`config.mk`:
```
export PLATFORM = sky130hd
export DESIGN_NAME = positional_array_table
export DESIGN_NICKNAME = d
export VERILOG_FILES = /design/src/design/pat_pkg.sv /design/src/design/pat_ram.sv /design/src/design/pat_ctrl.sv /design/src/design/positional_array_table.sv
export SDC_FILE = /design/constraint.sdc
export NUM_CORES = 1
export LEC_CHECK = 0
export BUFFER_PORTS_ARGS = -buffer_cell sky130_fd_sc_hd__buf_2
export CORE_AREA = 3 3 283 285
export DETAILED_ROUTE_END_ITERATION = 8
export DIE_AREA = 0 0 286 288
export PLACE_DENSITY = 0.5
export SETUP_SLACK_MARGIN = 0.5
export SYNTH_ARGS = -nofsm -noshare
export SYNTH_HDL_FRONTEND = slang
export SYNTH_SLANG_ARGS = --single-unit
```
`constraint.sdc`:
```
create_clock -name clk -period 13.2 [get_ports clk]
set_input_delay 1.98 -clock clk [delete_from_list [all_inputs] [get_ports clk]]
set_output_delay 1.98 -clock clk [all_outputs]
set_load 0.05 [all_outputs]
```
`src/design/pat_pkg.sv`:
```
// ----------------------------------------------------------------------------
// pat_pkg
// Shared constants, codes and types of the positional array table.
// ----------------------------------------------------------------------------
package pat_pkg;

  localparam int DEPTH  = 16;
  localparam int IDX_W  = (DEPTH > 1) ? $clog2(DEPTH) : 1;
  localparam int CNT_W  = $clog2(DEPTH + 1);

  localparam int WORD_W = 32;
  localparam int OP_W   = 4;
  localparam int POS_W  = 8;
  localparam int CAP_W  = 5;
  localparam int STAT_W = 3;
  localparam int OIDX_W = 4;
  localparam int OCNT_W = 5;

  localparam logic [CAP_W-1:0] CAP_RESET = 5'd16;

  // Register word index taken from paddr[2].
  localparam logic REG_CAPACITY = 1'b0;

  typedef enum logic [OP_W-1:0] {
    OP_INS_END   = 4'd0,
    OP_INS_START = 4'd1,
    OP_INS_POS   = 4'd2,
    OP_DEL_END   = 4'd3,
    OP_DEL_START = 4'd4,
    OP_DEL_POS   = 4'd5,
    OP_SEARCH    = 4'd6,
    OP_UPDATE    = 4'd7,
    OP_DUMP      = 4'd8
  } opcode_t;

  typedef enum logic [STAT_W-1:0] {
    ST_OK        = 3'd0,
    ST_FULL      = 3'd1,
    ST_EMPTY     = 3'd2,
    ST_BAD_POS   = 3'd3,
    ST_NOT_FOUND = 3'd4
  } status_t;

  typedef enum logic [3:0] {
    S_IDLE,
    S_DECODE,
    S_SHUP,
    S_SHUP_LAST,
    S_INS_WR,
    S_SHDN,
    S_SHDN_LAST,
    S_SRCH,
    S_DUMP_RD,
    S_DUMP_EM,
    S_RESP
  } state_t;

  typedef struct packed {
    logic [OP_W-1:0]          opcode;
    logic signed [WORD_W-1:0] value;
    logic [POS_W-1:0]         position;
  } request_t;

  typedef struct packed {
    status_t                  status;
    logic [OIDX_W-1:0]        index;
    logic signed [WORD_W-1:0] data;
    logic [OCNT_W-1:0]        count;
    logic                     last;
  } result_t;

  typedef struct packed {
    logic                     we;
    logic [IDX_W-1:0]         addr;
    logic signed [WORD_W-1:0] data;
  } ram_wr_t;

endpackage

```
`src/design/pat_ram.sv`:
```
// ----------------------------------------------------------------------------
// pat_ram
// Generic single write port, single read port RAM with registered read data.
// ----------------------------------------------------------------------------
module pat_ram #(
  parameter int WIDTH = 32,
  parameter int DEPTH = 16
) (
  input  logic                                      clk,
  input  logic                                      we,
  input  logic [((DEPTH > 1) ? $clog2(DEPTH) : 1)-1:0] waddr,
  input  logic [WIDTH-1:0]                          wdata,
  input  logic [((DEPTH > 1) ? $clog2(DEPTH) : 1)-1:0] raddr,
  output logic [WIDTH-1:0]                          rdata
);

  logic [WIDTH-1:0] mem [DEPTH];

  always_ff @(posedge clk) begin
    if (we) begin
      mem[waddr] <= wdata;
    end
    rdata <= mem[raddr];
  end

endmodule

```
`src/design/pat_ctrl.sv`:
```
// ----------------------------------------------------------------------------
// pat_ctrl
// Sequencer of the table: decodes one request, walks the entry memory for
// shifts, searches and dumps, and hands results to the output stage.
// ----------------------------------------------------------------------------
module pat_ctrl (
  input  logic                             clk,
  input  logic                             rst,
  input  logic                             req_valid,
  output logic                             req_ready,
  input  pat_pkg::request_t                req,
  input  logic [pat_pkg::CAP_W-1:0]        cap_limit,
  input  logic                             out_free,
  output logic                             res_valid,
  output pat_pkg::result_t                 res,
  output pat_pkg::ram_wr_t                 ram_wr,
  output logic [pat_pkg::IDX_W-1:0]        ram_raddr,
  input  logic signed [pat_pkg::WORD_W-1:0] ram_rdata
);

  pat_pkg::state_t                  state, state_next;
  logic [pat_pkg::OP_W-1:0]         op;
  logic signed [pat_pkg::WORD_W-1:0] val;
  logic [pat_pkg::POS_W-1:0]        pos;
  logic [pat_pkg::CNT_W-1:0]        count;
  logic [pat_pkg::IDX_W-1:0]        p;
  logic [pat_pkg::IDX_W-1:0]        rptr;
  logic [pat_pkg::IDX_W-1:0]        wptr;
  logic                             wpend;
  logic [pat_pkg::IDX_W-1:0]        cptr;
  logic                             cvalid;
  pat_pkg::status_t                 st;
  logic [pat_pkg::IDX_W-1:0]        idx;

  logic [pat_pkg::POS_W-1:0] cnt8, cap8, dep8, lim8, ins_pos8, del_pos8;
  logic [pat_pkg::IDX_W-1:0] last_idx;
  logic                      full, ins_bad, found, cmp_last;

  assign cnt8     = pat_pkg::POS_W'(count);
  assign cap8     = pat_pkg::POS_W'(cap_limit);
  assign dep8     = pat_pkg::POS_W'(pat_pkg::DEPTH);
  assign lim8     = (cap8 > dep8) ? dep8 : cap8;
  assign ins_pos8 = (op == pat_pkg::OP_INS_END)   ? cnt8 :
                    (op == pat_pkg::OP_INS_START) ? '0 : pos;
  assign del_pos8 = (op == pat_pkg::OP_DEL_START) ? '0 : pos;
  assign full     = cnt8 >= lim8;
  assign ins_bad  = ins_pos8 > cnt8;
  assign last_idx = pat_pkg::IDX_W'(count - 1'b1);
  assign found    = cvalid && (ram_rdata == val);
  assign cmp_last = cptr == last_idx;

  // Next state.
  always_comb begin
    state_next = state;
    unique case (state)
      pat_pkg::S_IDLE: begin
        if (req_valid) state_next = pat_pkg::S_DECODE;
      end
      pat_pkg::S_DECODE: begin
        unique case (op) inside
          pat_pkg::OP_INS_END, pat_pkg::OP_INS_START, pat_pkg::OP_INS_POS: begin
            if (full || ins_bad)         state_next = pat_pkg::S_RESP;
            else if (ins_pos8 == cnt8)   state_next = pat_pkg::S_INS_WR;
            else                         state_next = pat_pkg::S_SHUP;
          end
          pat_pkg::OP_DEL_START, pat_pkg::OP_DEL_POS: begin
            if (del_pos8 >= cnt8)                state_next = pat_pkg::S_RESP;
            else if (del_pos8 == cnt8 - 1'b1)    state_next = pat_pkg::S_RESP;
            else                                 state_next = pat_pkg::S_SHDN;
          end
          pat_pkg::OP_DEL_END, pat_pkg::OP_UPDATE: state_next = pat_pkg::S_RESP;
          pat_pkg::OP_SEARCH: begin
            state_next = (count == '0) ? pat_pkg::S_RESP : pat_pkg::S_SRCH;
          end
          pat_pkg::OP_DUMP: begin
            state_next = (count == '0) ? pat_pkg::S_RESP : pat_pkg::S_DUMP_RD;
          end
          default: state_next = pat_pkg::S_IDLE;
        endcase
      end
      pat_pkg::S_SHUP: begin
        if (rptr == p) state_next = pat_pkg::S_SHUP_LAST;
      end
      pat_pkg::S_SHUP_LAST: state_next = pat_pkg::S_INS_WR;
      pat_pkg::S_INS_WR:    state_next = pat_pkg::S_RESP;
      pat_pkg::S_SHDN: begin
        if (rptr == last_idx) state_next = pat_pkg::S_SHDN_LAST;
      end
      pat_pkg::S_SHDN_LAST: state_next = pat_pkg::S_RESP;
      pat_pkg::S_SRCH: begin
        if (found || (cvalid && cmp_last)) state_next = pat_pkg::S_RESP;
      end
      pat_pkg::S_DUMP_RD: state_next = pat_pkg::S_DUMP_EM;
      pat_pkg::S_DUMP_EM: begin
        if (out_free) begin
          state_next = (rptr == last_idx) ? pat_pkg::S_IDLE : pat_pkg::S_DUMP_RD;
        end
      end
      pat_pkg::S_RESP: begin
        if (out_free) state_next = pat_pkg::S_IDLE;
      end
      default: state_next = pat_pkg::S_IDLE;
    endcase
  end

  // Outputs: request handshake, memory port and result word.
  always_comb begin
    req_ready     = state == pat_pkg::S_IDLE;
    ram_raddr     = rptr;
    ram_wr.we     = 1'b0;
    ram_wr.addr   = wptr;
    ram_wr.data   = ram_rdata;
    res_valid     = 1'b0;
    res.status    = st;
    res.index     = pat_pkg::OIDX_W'(idx);
    res.data      = '0;
    res.count     = pat_pkg::OCNT_W'(count);
    res.last      = 1'b1;
    unique case (state)
      pat_pkg::S_DECODE: begin
        if ((op == pat_pkg::OP_UPDATE) && (pos < cnt8)) begin
          ram_wr.we   = 1'b1;
          ram_wr.addr = pat_pkg::IDX_W'(pos);
          ram_wr.data = val;
        end
      end
      pat_pkg::S_SHUP, pat_pkg::S_SHDN:           ram_wr.we = wpend;
      pat_pkg::S_SHUP_LAST, pat_pkg::S_SHDN_LAST: ram_wr.we = 1'b1;
      pat_pkg::S_INS_WR: begin
        ram_wr.we   = 1'b1;
        ram_wr.addr = p;
        ram_wr.data = val;
      end
      pat_pkg::S_DUMP_EM: begin
        res_valid  = out_free;
        res.status = pat_pkg::ST_OK;
        res.index  = pat_pkg::OIDX_W'(rptr);
        res.data   = ram_rdata;
        res.last   = rptr == last_idx;
      end
      pat_pkg::S_RESP: res_valid = out_free;
      default: ;
    endcase
  end

  always_ff @(posedge clk) begin
    if (rst) begin
      state <= pat_pkg::S_IDLE;
    end else begin
      state <= state_next;
    end
  end

  always_ff @(posedge clk) begin
    if (rst) begin
      count  <= '0;
      wpend  <= 1'b0;
      cvalid <= 1'b0;
    end else begin
      case (state)
        pat_pkg::S_IDLE: begin
          if (req_valid) begin
            op  <= req.opcode;
            val <= req.value;
            pos <= req.position;
          end
        end
        pat_pkg::S_DECODE: begin
          idx    <= '0;
          wpend  <= 1'b0;
          cvalid <= 1'b0;
          case (op) inside
            pat_pkg::OP_INS_END, pat_pkg::OP_INS_START, pat_pkg::OP_INS_POS: begin
              if (full)         st <= pat_pkg::ST_FULL;
              else if (ins_bad) st <= pat_pkg::ST_BAD_POS;
              else              st <= pat_pkg::ST_OK;
              p    <= pat_pkg::IDX_W'(ins_pos8);
              rptr <= last_idx;
            end
            pat_pkg::OP_DEL_END: begin
              if (count == '0) begin
                st <= pat_pkg::ST_EMPTY;
              end else begin
                st    <= pat_pkg::ST_OK;
                count <= count - 1'b1;
              end
            end
            pat_pkg::OP_DEL_START, pat_pkg::OP_DEL_POS: begin
              if (del_pos8 >= cnt8) begin
                st <= (op == pat_pkg::OP_DEL_START) ? pat_pkg::ST_EMPTY
                                                    : pat_pkg::ST_BAD_POS;
              end else begin
                st <= pat_pkg::ST_OK;
                if (del_pos8 == cnt8 - 1'b1) count <= count - 1'b1;
              end
              rptr <= pat_pkg::IDX_W'(del_pos8) + 1'b1;
            end
            pat_pkg::OP_SEARCH: begin
              st   <= (count == '0) ? pat_pkg::ST_NOT_FOUND : pat_pkg::ST_OK;
              rptr <= '0;
            end
            pat_pkg::OP_UPDATE: begin
              st <= (pos >= cnt8) ? pat_pkg::ST_BAD_POS : pat_pkg::ST_OK;
            end
            pat_pkg::OP_DUMP: begin
              st   <= (count == '0) ? pat_pkg::ST_EMPTY : pat_pkg::ST_OK;
              rptr <= '0;
            end
            default: ;
          endcase
        end
        // Shift up: read entry rptr, write it one place higher next cycle.
        pat_pkg::S_SHUP: begin
          wpend <= 1'b1;
          wptr  <= rptr + 1'b1;
          rptr  <= rptr - 1'b1;
        end
        pat_pkg::S_INS_WR:    count <= count + 1'b1;
        pat_pkg::S_SHDN: begin
          wpend <= 1'b1;
          wptr  <= rptr - 1'b1;
          rptr  <= rptr + 1'b1;
        end
        pat_pkg::S_SHDN_LAST: count <= count - 1'b1;
        // Search compares the word read in the previous cycle.
        pat_pkg::S_SRCH: begin
          cvalid <= 1'b1;
          cptr   <= rptr;
          rptr   <= rptr + 1'b1;
          if (found)                  idx <= cptr;
          else if (cvalid && cmp_last) st <= pat_pkg::ST_NOT_FOUND;
        end
        pat_pkg::S_DUMP_EM: begin
          if (out_free && (rptr != last_idx)) rptr <= rptr + 1'b1;
        end
        default: ;
      endcase
    end
  end

`ifndef NO_ASSERTIONS
  a_count_range: assert property (@(posedge clk) disable iff (rst)
    count <= pat_pkg::CNT_W'(pat_pkg::DEPTH))
    else $error("entry count exceeds depth");

  a_res_when_free: assert property (@(posedge clk) disable iff (rst)
    res_valid |-> out_free)
    else $error("result issued while output stage is occupied");

  a_write_in_list: assert property (@(posedge clk) disable iff (rst)
    ram_wr.we |-> (pat_pkg::POS_W'(ram_wr.addr) <= cnt8))
    else $error("memory write beyond the end of the list");

  a_count_step: assert property (@(posedge clk) disable iff (rst)
    (!$past(rst) && (count != $past(count))) |->
      ((count == $past(count) + 1'b1) || (count == $past(count) - 1'b1)))
    else $error("entry count moved by more than one");
`endif

endmodule

```
`src/design/positional_array_table.sv`:
```
// ----------------------------------------------------------------------------
// positional_array_table
// Packed list of signed 32-bit words with insert, delete, search, update and
// dump operations, held in a synchronous entry memory.
// ----------------------------------------------------------------------------
// Requests arrive on the s_ stream: s_tuser carries the opcode, s_tdata the
// value and position. Results leave on the m_ stream: m_tuser carries the
// status, m_tdata index, data and count, m_tlast marks the final word of a
// request. Every request gives one result word, except a dump, which gives
// one word per entry (one if empty), and an undefined opcode, which gives none.
// One request is handled at a time; s_tready is high only while idle.
// Shifts, searches and dumps walk the entry memory one word at a time through
// its single read port.
// An output register sits between the sequencer and m_; while the receiver
// stalls, the sequencer holds its next result and waits.
// capacity_limit is written through the APB port at address 0 while idle;
// the user must keep to this, as the block itself does not enforce it.
// Reset empties the list and sets capacity_limit to 16; the memory contents
// need no clearing, since only entries below the count are ever read.
// ----------------------------------------------------------------------------
module positional_array_table (
  input  logic        clk,
  input  logic        rst,
  input  logic        s_tvalid,
  output logic        s_tready,
  input  logic [39:0] s_tdata,   // value [31:0], position [39:32]
  input  logic [3:0]  s_tuser,   // opcode [3:0]
  output logic        m_tvalid,
  input  logic        m_tready,
  output logic [47:0] m_tdata,   // index [3:0], data [35:4], count [40:36], zero
  output logic [2:0]  m_tuser,   // status [2:0]
  output logic        m_tlast,
  input  logic        psel,
  input  logic        penable,
  input  logic        pwrite,
  input  logic [2:0]  paddr,
  input  logic [31:0] pwdata,
  output logic [31:0] prdata,
  output logic        pready
);

  logic [pat_pkg::CAP_W-1:0]         cap_limit;
  pat_pkg::request_t                 req;
  pat_pkg::result_t                  res, out_res;
  logic                              res_valid, out_free;
  pat_pkg::ram_wr_t                  ram_wr;
  logic [pat_pkg::IDX_W-1:0]         ram_raddr;
  logic signed [pat_pkg::WORD_W-1:0] ram_rdata;

  assign pready = 1'b1;
  assign prdata = (paddr[2] == pat_pkg::REG_CAPACITY) ? 32'(cap_limit) : '0;

  always_ff @(posedge clk) begin
    if (rst) begin
      cap_limit <= pat_pkg::CAP_RESET;
    end else if (psel && penable && pwrite && pready &&
                 (paddr[2] == pat_pkg::REG_CAPACITY)) begin
      cap_limit <= pwdata[pat_pkg::CAP_W-1:0];
    end
  end

  assign req.opcode   = s_tuser;
  assign req.value    = s_tdata[31:0];
  assign req.position = s_tdata[39:32];

  pat_ctrl u_ctrl (
    .clk       (clk),
    .rst       (rst),
    .req_valid (s_tvalid),
    .req_ready (s_tready),
    .req       (req),
    .cap_limit (cap_limit),
    .out_free  (out_free),
    .res_valid (res_valid),
    .res       (res),
    .ram_wr    (ram_wr),
    .ram_raddr (ram_raddr),
    .ram_rdata (ram_rdata)
  );

  pat_ram #(
    .WIDTH (pat_pkg::WORD_W),
    .DEPTH (pat_pkg::DEPTH)
  ) u_ram (
    .clk   (clk),
    .we    (ram_wr.we),
    .waddr (ram_wr.addr),
    .wdata (ram_wr.data),
    .raddr (ram_raddr),
    .rdata (ram_rdata)
  );

  // Output register; it can take a new word in the cycle the old one leaves.
  assign out_free = !m_tvalid || m_tready;

  always_ff @(posedge clk) begin
    if (rst) begin
      m_tvalid <= 1'b0;
    end else if (res_valid) begin
      m_tvalid <= 1'b1;
    end else if (m_tready) begin
      m_tvalid <= 1'b0;
    end
  end

  always_ff @(posedge clk) begin
    if (res_valid) begin
      out_res <= res;
    end
  end

  assign m_tdata = {7'b0, out_res.count, out_res.data, out_res.index};
  assign m_tuser = out_res.status;
  assign m_tlast = out_res.last;

endmodule

```
==> results by group <==
Logic synthesis
  • Synth Register Bits: 673
  • Post-synth top cells: 624 x edfxtp_1, 161 x mux4_2, 50 x nor2_1, 49 x dfxtp_1, 47 x and2_1
  • Post-synthesis adder-cell area fraction: 0.0110
  • Xor/xnor share of the synthesized area: 0.0194
  • Multiplexer share of the synthesized area: 0.151
  • Largest area contributor in the netlist: edfxtp_1
  • Unique masters post-synth: 70
  • Fraction of the yosys area taken by sequential cells: 0.724
  • Synth top area cells: edfxtp_1 69%, mux4_2 13%, dfxtp_1 3.6%, mux2_2 1.5%, xor2_1 1.3%
  • Post-Synthesis Cells: 1421
  • Post-synthesis compound-gate area fraction: 0.0271
  • Largest family of logic cells by synthesized area: multiplexers
  • Most frequent cell after synthesis: edfxtp_1
  • Post-synth EDFFs: 624
  • Average size of a mapped cell: 19.2 sq um
  • Simple-Gate Fraction of Synth Area: 0.0452
  • Ys Warns: 0
  • Main flop type after synthesis: edfxtp_1
  • Mapped cell area: 27200 sq um
  • Yosys top cell area share: 0.688
  • Ys async rst share: 0

GRT
  • Pin count of the biggest net entering global routing: 136
  • GRT overflow: 0
  • Global-route wire length before repair: 97100 um
  • Antenna violations before repair: 1
  • GRT Util Overall: 0.163
  • Vias in the first global route: 14000

Clock tree
  • CTS clk-pin slew, worst paths: 0.05 ns
  • CTS tree: built
  • Post-cts sizing count: 0
  • Root buffer cell: clkbuf_16
  • Deepest clock path buffer count: 3
  • CTS Sinks: 673
  • Worst skew pair latency: 0.62 ns
  • H-tree Lvls: 3
  • Postcts setup bufs: 0
  • Hold-fix buffers, CTS: 0
  • Num CTS Buffers: 74

Setup path
  • CP required: 13.43 ns
  • CP Launch Type: flop
  • CP max stage delay: 0.55 ns
  • Dominant delay contributor by cell family on the critical path: buffers and inverters
  • Crit-path max FO: 35
  • WP depth: 10
  • CP endpoint kind: flop
  • Arrival time of the worst setup path: 4.89 ns
  • Most frequent CP cell: buf_4
  • Cell depth of the worst flop-to-flop path: 10
  • Crit path kind: flop to flop
  • CP Buf/Inv Count: 3
  • Critical path cell sequence: clkinv_1 > ha_1 > a211o_1 > or3_1 > o21a_2 > buf_4 > a221o_1 > nand2b_1 > nor2_4 > buf_4
  • Slowest-stage cell, CP: buf_4

Timing
  • Hold Violations, Final: 0
  • Worst Tran Pin Value: 1.13 ns
  • Min Tclk post-route: 4.66 ns
  • Max-slew headroom: 0.241
  • Fmax achieved: 0.214 GHz
  • Max Clock Skew: 0.0364 ns
  • Slew Viols, Final: 0
  • Final Setup Violations: 0
  • Unrepaired setup endpoints after global routing: no
  • Hold_ws: 0.525 ns
  • TNS Setup: 0 ns
  • Period Utilization, post-route: 0.353

Detailed routing
  • Vias post-DR: 13600
  • DR iter-0 viols: 1054
  • DRT Wirelength: 66900 um
  • DR vias/cell: 5.12
  • Routed len/inst: 25.1 um
  • DR pass1 iterations: 5
  • Antenna viol nets, final: 0
  • Remaining DRCs: 0

Job
  • MaxCap Viol Count: 0

Power
  • Pleak: 10.2 nW
  • Pwr dens: 167 nW/um^2
  • Max rail drop VDD: 0.0000929 V

Placed design
  • Placed inst area: 29000 sq um
  • IO buf count: 108
  • Routability cong.: 0.832
  • DP Wirelength: 36000 um

Hold path
  • Tightest Hold Check Type: flop to flop
  • Hold path cells: 2

Status
  • Status: finished clean

Die
  • Die area: 82400 sq um
  • DIE WIDTH: 286 um
  • Core area: 77600 sq um
  • Std-Cell Rows: 102
  • Die H: 288 um
  • Initial Util: 0.351
  • IO Count: 173

Finish
  • Final core utilization: 0.405
  • Area of the multi-input gates: 7160 sq um
  • Register area: 19700 sq um
  • Fillers: 7044
  • Layout cells sized above 1: 0.283
  • Final instance area: 31400 sq um
  • Number of nets in the layout: 1673
  • Final antenna diode count: 0
  • Area Overhead vs Synth: 15.5%
## per-layer routing
metal | global-route usage | wire [um]
met5 | 0 | 0
met1 | 0.228 | 29700
met2 | 0.261 | 32000
met3 | 0.0303 | 3500
met4 | 0.0475 | 1640
## power by group
group          leakage, nW  switching, mW  internal, mW  total (mW)
clock network         1.18          0.851          1.21        2.06
logic                 3.06          0.419         0.244       0.663
registers             5.98         0.0650          2.48        2.54
total                 10.2           1.34          3.93        5.26
## cell usage in the layout, fill, tap and decap left out, types with 20 or more instances in the layout
cell / count
buf_4: 25
nor2_1: 34
clkbuf_16: 76
edfxtp_1: 624
and2_1: 47
nand2_1: 41
buf_2: 108
clkbuf_1: 29
xor2_1: 40
mux4_2: 161
ha_1: 24
o21ai_0: 25
a21oi_1: 20
mux2_2: 36
dfxtp_1: 49
conb_1: 35
## state kept, by name (all words and copies together) (netlist names)
name	count
u_ram.rdata	32
u_ctrl.wpend	1
m_tdata	41
m_tvalid	1
u_ctrl.ram_raddr	4
u_ctrl.val	32
m_tuser	3
u_ctrl.cptr	4
cap_limit	5
u_ctrl.cvalid	1
u_ctrl.op	4
m_tlast	1
u_ctrl.p	4
u_ctrl.idx	4
u_ram.mem	512
u_ctrl.wptr	4
u_ctrl.pos	8
u_ctrl.state	4
u_ctrl.count	5
u_ctrl.st	3
## area by class of cell
type	instances	share of cell area
Clock inverter	27	0.0109
Clock buffer	111	0.0666
Multi-Input combinational cell	661	0.228
Tap cell	1040	0.0414
Timing Repair Buffer	134	0.0238
Sequential cell	673	0.627
Inverter	19	0.00227
## through the flow
step	std cells	setup WS [ns]	power [mW]
2_1_floorplan	1454	8.55	3.05
3_3_place_gp	2527	8.44	3.25
3_5_place_dp	2527	8.42	3.26
4_1_cts	2665	8.40	5.34
5_1_grt	2665	8.27	5.49
6_report	2665	8.54	5.26
## tightest hold or removal path, stage by stage (launching register included)
cell	delay [ns]
dfxtp_1	0.34
mux2i_1	0.08
nor2_1	0.07
## worst paths after layout
path / endpoint / startpoint / slack (ns)
setup reg to reg: u_ram.mem[4][27] / u_ctrl.count[3] / 8.54
hold / removal: cap_limit[0] / cap_limit[0] / 0.53
setup / recovery: u_ram.mem[4][27] / u_ctrl.count[3] / 8.54
hold reg to reg: cap_limit[0] / cap_limit[0] / 0.53
## cells by family after synthesis
logic type,count (synthesis)
flops,673
simple gates,234
mux,204
buf+inv,120
compound gates,107
xor+xnor,57
fa+ha+maj,24
other cells,2
Power figures use the tool's default switching activity.
